## config.mk

```make
export PLATFORM = sky130hd
export DESIGN_NAME = drl_ctrl_flat
export DESIGN_NICKNAME = d
export VERILOG_FILES = /design/src/hw/rtl/drl_pkg.sv /design/src/hw/rtl/drl_if.sv /design/src/hw/rtl/drl_ctrl.sv /design/src/flat_wrapper.sv
export SDC_FILE = /design/constraint.sdc
export NUM_CORES = 1
export LEC_CHECK = 0
export BUFFER_PORTS_ARGS = -buffer_cell sky130_fd_sc_hd__buf_2
export CAP_MARGIN = 10
export CELL_PAD_IN_SITES_DETAIL_PLACEMENT = 1
export CELL_PAD_IN_SITES_GLOBAL_PLACEMENT = 1
export CORE_AREA = 2 2 57 72
export DETAILED_ROUTE_END_ITERATION = 10
export DIE_AREA = 0 0 59 74
export PLACE_DENSITY = 0.78
export SLEW_MARGIN = 20
export SYNTH_ARGS = -nofsm -noshare
export SYNTH_HDL_FRONTEND = slang
export SYNTH_SLANG_ARGS = --single-unit
```

## constraint.sdc

```tcl
create_clock -name i_clk -period 2.5 [get_ports i_clk]
set_clock_uncertainty 0.15 [all_clocks]
set_input_delay 0 -clock i_clk [delete_from_list [all_inputs] [get_ports i_clk]]
set_output_delay 0 -clock i_clk [all_outputs]
set_load 0.02 [all_outputs]
```

## src/hw/rtl/drl_pkg.sv

```systemverilog
// Shared types and defaults for the dirty region list block.
// No dependencies; the datapath, controller and top files of the block import this package.
package drl_pkg;

    localparam int MAX_REGIONS_DEF = 64;
    localparam int COORD_BITS_DEF  = 16;
    localparam int OUT_COORD_W     = 16;
    localparam int OUT_COUNT_W     = 7;

    typedef enum logic [1:0] {
        OP_APPEND   = 2'd0,
        OP_SUBTRACT = 2'd1,
        OP_READ     = 2'd2,
        OP_CLEAR    = 2'd3
    } t_op;

    // Controller to datapath commands.
    typedef struct packed {
        logic capture;
        logic rd;
        logic pass;
        logic split;
        logic piece;
        logic finish;
        logic append;
        logic clear;
        logic emit_entry;
        logic emit_status;
    } t_drl_cmd;

    // Datapath to controller status.
    typedef struct packed {
        logic hit;
        logic rd_done;
        logic pend_empty;
        logic slot_free;
        logic count_zero;
        logic last_entry;
    } t_drl_sts;

endpackage

```

## src/hw/rtl/drl_if.sv

```systemverilog
// Valid/ready channel interfaces for command beats and result beats.
// Depends on nothing; field widths are those of the block's ports.
interface drl_in_if;
    logic               valid;
    logic               ready;
    logic [1:0]         op;
    logic signed [15:0] rect_left;
    logic signed [15:0] rect_top;
    logic signed [15:0] rect_right;
    logic signed [15:0] rect_bottom;

    modport source (output valid, op, rect_left, rect_top, rect_right, rect_bottom,
                    input ready);
    modport sink   (input valid, op, rect_left, rect_top, rect_right, rect_bottom,
                    output ready);
endinterface


```

## src/hw/rtl/drl_ctrl.sv

```systemverilog
// Controller state machine: sequences append, subtract walk, read-out and clear.
// Depends on drl_pkg and drl_in_if.
module drl_ctrl (
    input  logic              i_clk,
    input  logic              i_rst_n,
    drl_in_if.sink            i_in,
    input  drl_pkg::t_drl_sts i_sts,
    output drl_pkg::t_drl_cmd o_cmd
);
    import drl_pkg::*;

    typedef enum logic [7:0] {
        S_IDLE     = 8'b0000_0001,
        S_APPEND   = 8'b0000_0010,
        S_CLEAR    = 8'b0000_0100,
        S_RD_ISSUE = 8'b0000_1000,
        S_RD_EVAL  = 8'b0001_0000,
        S_PIECE    = 8'b0010_0000,
        S_FINISH   = 8'b0100_0000,
        S_DONE     = 8'b1000_0000
    } t_state;

    t_state r_state, n_state;
    t_op    r_op, n_op;

    assign i_in.ready = r_state == S_IDLE;

    always_comb begin
        n_state = r_state;
        n_op    = r_op;
        o_cmd   = '0;
        unique case (r_state)
            S_IDLE: begin
                if (i_in.valid) begin
                    o_cmd.capture = 1'b1;
                    n_op          = t_op'(i_in.op);
                    unique case (t_op'(i_in.op))
                        OP_APPEND:   n_state = S_APPEND;
                        OP_SUBTRACT: n_state = S_RD_ISSUE;
                        OP_READ:     n_state = i_sts.count_zero ? S_DONE : S_RD_ISSUE;
                        OP_CLEAR:    n_state = S_CLEAR;
                        default:     n_state = S_IDLE;
                    endcase
                end
            end
            S_APPEND: begin
                o_cmd.append = 1'b1;
                n_state      = S_DONE;
            end
            S_CLEAR: begin
                o_cmd.clear = 1'b1;
                n_state     = S_DONE;
            end
            S_RD_ISSUE: begin
                if (i_sts.rd_done) begin
                    n_state = (r_op == OP_SUBTRACT) ? S_FINISH : S_IDLE;
                end else begin
                    o_cmd.rd = 1'b1;
                    n_state  = S_RD_EVAL;
                end
            end
            S_RD_EVAL: begin
                if (r_op == OP_READ) begin
                    if (i_sts.slot_free) begin
                        o_cmd.emit_entry = 1'b1;
                        n_state = i_sts.last_entry ? S_IDLE : S_RD_ISSUE;
                    end
                end else if (i_sts.hit) begin
                    o_cmd.split = 1'b1;
                    n_state     = S_PIECE;
                end else begin
                    o_cmd.pass = 1'b1;
                    n_state    = S_RD_ISSUE;
                end
            end
            S_PIECE: begin
                if (i_sts.pend_empty) begin
                    n_state = S_RD_ISSUE;
                end else begin
                    o_cmd.piece = 1'b1;
                end
            end
            S_FINISH: begin
                o_cmd.finish = 1'b1;
                n_state      = S_DONE;
            end
            S_DONE: begin
                if (i_sts.slot_free) begin
                    o_cmd.emit_status = 1'b1;
                    n_state           = S_IDLE;
                end
            end
            default: n_state = S_IDLE;
        endcase
    end

    always_ff @(posedge i_clk) begin
        if (!i_rst_n) begin
            r_state <= S_IDLE;
            r_op    <= OP_APPEND;
        end else begin
            r_state <= n_state;
            r_op    <= n_op;
        end
    end

endmodule

```

## src/flat_wrapper.sv

```systemverilog
// flat-port wrapper written by rule: the top's interface ports become plain ports
module drl_ctrl_flat import drl_pkg::*;
  (i_clk, i_rst_n, i_sts, o_cmd, i_in_valid, i_in_op, i_in_rect_left, i_in_rect_top, i_in_rect_right, i_in_rect_bottom, i_in_ready);
  drl_in_if i_in_i ();
  input  logic i_clk;
  input  logic i_rst_n;
  input  drl_pkg::t_drl_sts i_sts;
  output drl_pkg::t_drl_cmd o_cmd;
  input wire logic [$bits(i_in_i.valid)-1:0] i_in_valid;
  input wire logic [$bits(i_in_i.op)-1:0] i_in_op;
  input wire logic [$bits(i_in_i.rect_left)-1:0] i_in_rect_left;
  input wire logic [$bits(i_in_i.rect_top)-1:0] i_in_rect_top;
  input wire logic [$bits(i_in_i.rect_right)-1:0] i_in_rect_right;
  input wire logic [$bits(i_in_i.rect_bottom)-1:0] i_in_rect_bottom;
  output wire logic [$bits(i_in_i.ready)-1:0] i_in_ready;
  assign i_in_i.valid = i_in_valid;
  assign i_in_i.op = i_in_op;
  assign i_in_i.rect_left = i_in_rect_left;
  assign i_in_i.rect_top = i_in_rect_top;
  assign i_in_i.rect_right = i_in_rect_right;
  assign i_in_i.rect_bottom = i_in_rect_bottom;
  assign i_in_ready = i_in_i.ready;
  drl_ctrl u_core (.i_clk(i_clk), .i_rst_n(i_rst_n), .i_in(i_in_i), .i_sts(i_sts), .o_cmd(o_cmd));
endmodule
```

==> run metrics <==
total chip power 0.547 mW; Fin. Hold Viols 0; die height 74 um; Setup WS pre-CTS 361 ps; vias around 760; sequential area share after synthesis between 20 and 30%; post-synth top area share 26.9%; drt pass-1 iters 3; Final period util a little over nine tenths; Worst-Margin Slew about 430 ps; Skew-Pair Late Insertion Delay 240 ps; RSZ-0062 raised after global routing false; ys flop type dfxtp_1; Tmin final 2350 ps; Netlist cell types 40; EDFF count, synth 0; chip width approximately 59 um; largest net degree at the start of global routing 9; leak pwr 0.385 nW; Mapped Nets roughly 160; Seq cells post-synth 10; list of most frequent post-synthesis cells 10 x dfxtp_1, 7 x nor2_1, 5 x a21oi_1, 5 x nand2b_1; Max H-tree Level 1; die area 0.00437 mm2; Post-Route WL about 2.2 mm; worst slew margin relative to its limit between 70% and 80%; ANT nets after route 0; critical path's slowest cell or4_4; Worst EP arrival 2380 ps; FP Rows 25; CTS tree yes; Final Setup Violations 0; IO Port Bufs 21; Final GP Congestion 0.890; Post-synth ARST share 0%; gr usage total 11.8%; layout cells sized above 1 between 30% and 40%; Startpoint Class register; CTS Root Cell clkbuf_8; Yosys warnings 0; wire per inst 15.1 um; I/O pin total 86; VDD IR max 0.244 mV; PostCTS Resize Cnt 0; reg2reg setup slack 150 ps; Slew Viols, Final 0; family with the most delay on the worst path simple AND/OR/NAND/NOR gates; CTS sink cnt 10; Post-Syn Area 744 um2; Nets 185; Mapped Cells 81; Max Fclk 425 MHz; status complete, no violations; worst min path class in -> reg; starting density of the core 20.2%; Worst Path Max Fanout 7; drt via density 5.14; area delta synth->final 31.3%; DP HPWL roughly 1.8 mm; vias in the first global route 775; DRC 0; Final WS setup approximately 150 ps; n_diodes 0; clock slew at reported path FFs 50 ps; CP Class reg -> reg; first-pass GRT wire length slightly below 4 mm; core area 0.00369 mm2; CTS Buf Count 3; GRT overflow 0; buffers and inverters on the worst path 1; Critical Path, Cell by Cell or4_4 -> nor4_4 -> and3_1 -> o21a_1 -> dlygate4sd3_1; initial DRC count 23; critical path data required time 2530 ps; top post-synthesis cells by area dfxtp_1 27%, nand2b_1 4.2%, mux2i_1 4.0%; largest area contributor in the netlist dfxtp_1; Setup TNS 0 ps; crit end category register; count leader, synth dfxtp_1; pwr dens 560 mW/mm2; antenna violations before repair 0; crit-path max cell delay roughly 610 ps; reported max-cap violation count 0; syn avg cell area 9.19 um2; Clock Path Buffers 2
-- worst register-to-register path: cells and delay by family, from the launching register on --
kind	cells	cell delay (ps)
and+or+nand+nor	3	1100
buffers and inverters	1	540
DFF	1	370
AOI/OAI and AO/OA	1	120
-- kinds of logic after synthesis --
| family | Yosys count | share of synthesized area [%] |
|---|---|---|
| simple gates | 46 | 48.6 |
| compound gates | 14 | 12.9 |
| flops | 10 | 26.9 |
| buf+inv | 6 | 5.21 |
| mux | 3 | 4.03 |
| xor+xnor | 2 | 2.35 |
-- repair_timing --
| action | in CTS | in global routing |
|---|---|---|
| endpoints found under the setup margin | 0 | 1 |
| hold buffers | 6 | 0 |
| hold endpoints to repair | 9 | 0 |
| setup buffers | 0 | 0 |
-- placed cells by master (no fill, tap or decap), types with 2 or more instances in the layout --
master	instances
buf_2	21
dfxtp_1	10
nor2_1	7
dlygate4sd3_1	6
nand2b_1	5
a21oi_1	5
nor4_1	4
nor3_1	4
mux2i_1	3
clkbuf_8	3
or4_4	2
nor2b_1	2
inv_1	2
and4b_1	2
nor3b_1	2
xnor2_1	2
nand4b_1	2
o21a_1	2
a32oi_1	2
-- through the flow --
step | utilization (%) | hold WS (ps) | cell area (um2) | instances
5_1_grt | 26.5 | 60.1 | 977 | 148
4_1_cts | 26.5 | 18.5 | 977 | 148
3_5_place_dp | 23.7 | 104 | 876 | 139
3_3_place_gp | 23.7 | 92.3 | 876 | 139
6_report | 26.5 | 22.0 | 977 | 148
2_1_floorplan | - | -89.7 | 744 | 81
-- final cells by class --
type	count	area, um2
Tap cell	40	50.0
Multi-Input combinational cell	65	505
Clock buffer	3	41.3
Inverter	2	7.51
Sequential cell	10	200
Fill cell	445	2710
Timing Repair Buffer	28	173
-- layer usage --
| layer | track usage (%) | vias to the layer above | share of wire (%) |
|---|---|---|---|
| li1 | - | 365 | - |
| met1 | 15.1 | 359 | 46 |
| met2 | 18.6 | 30 | 47 |
| met3 | 2.96 | 7 | 5.1 |
| met4 | 5.56 | 0 | 2.5 |
| met5 | 0 | - | 0 |
-- final timing paths --
kind | from | to | cells after the start
worst min-delay path | i_sts[1] | u_core.r_state[3] | 4
worst min register to register | u_core.r_op[0] | u_core.r_state[6] | 2
worst max-delay path | u_core.r_state[5] | u_core.r_state[5] | 5
worst max register to register | u_core.r_state[5] | u_core.r_state[5] | 5
-- report_power, final --
| part | switching [mW] | internal (mW) | total, mW |
|---|---|---|---|
| clock | 0.0628 | 0.105 | 0.168 |
| sequential | 0.0209 | 0.173 | 0.194 |
| combinational | 0.105 | 0.0799 | 0.185 |
-- sequential cells by signal, indices dropped and copies added (netlist names) --
register / flops
u_core.r_state: 8
u_core.r_op: 2
Power figures use the tool's default switching activity.
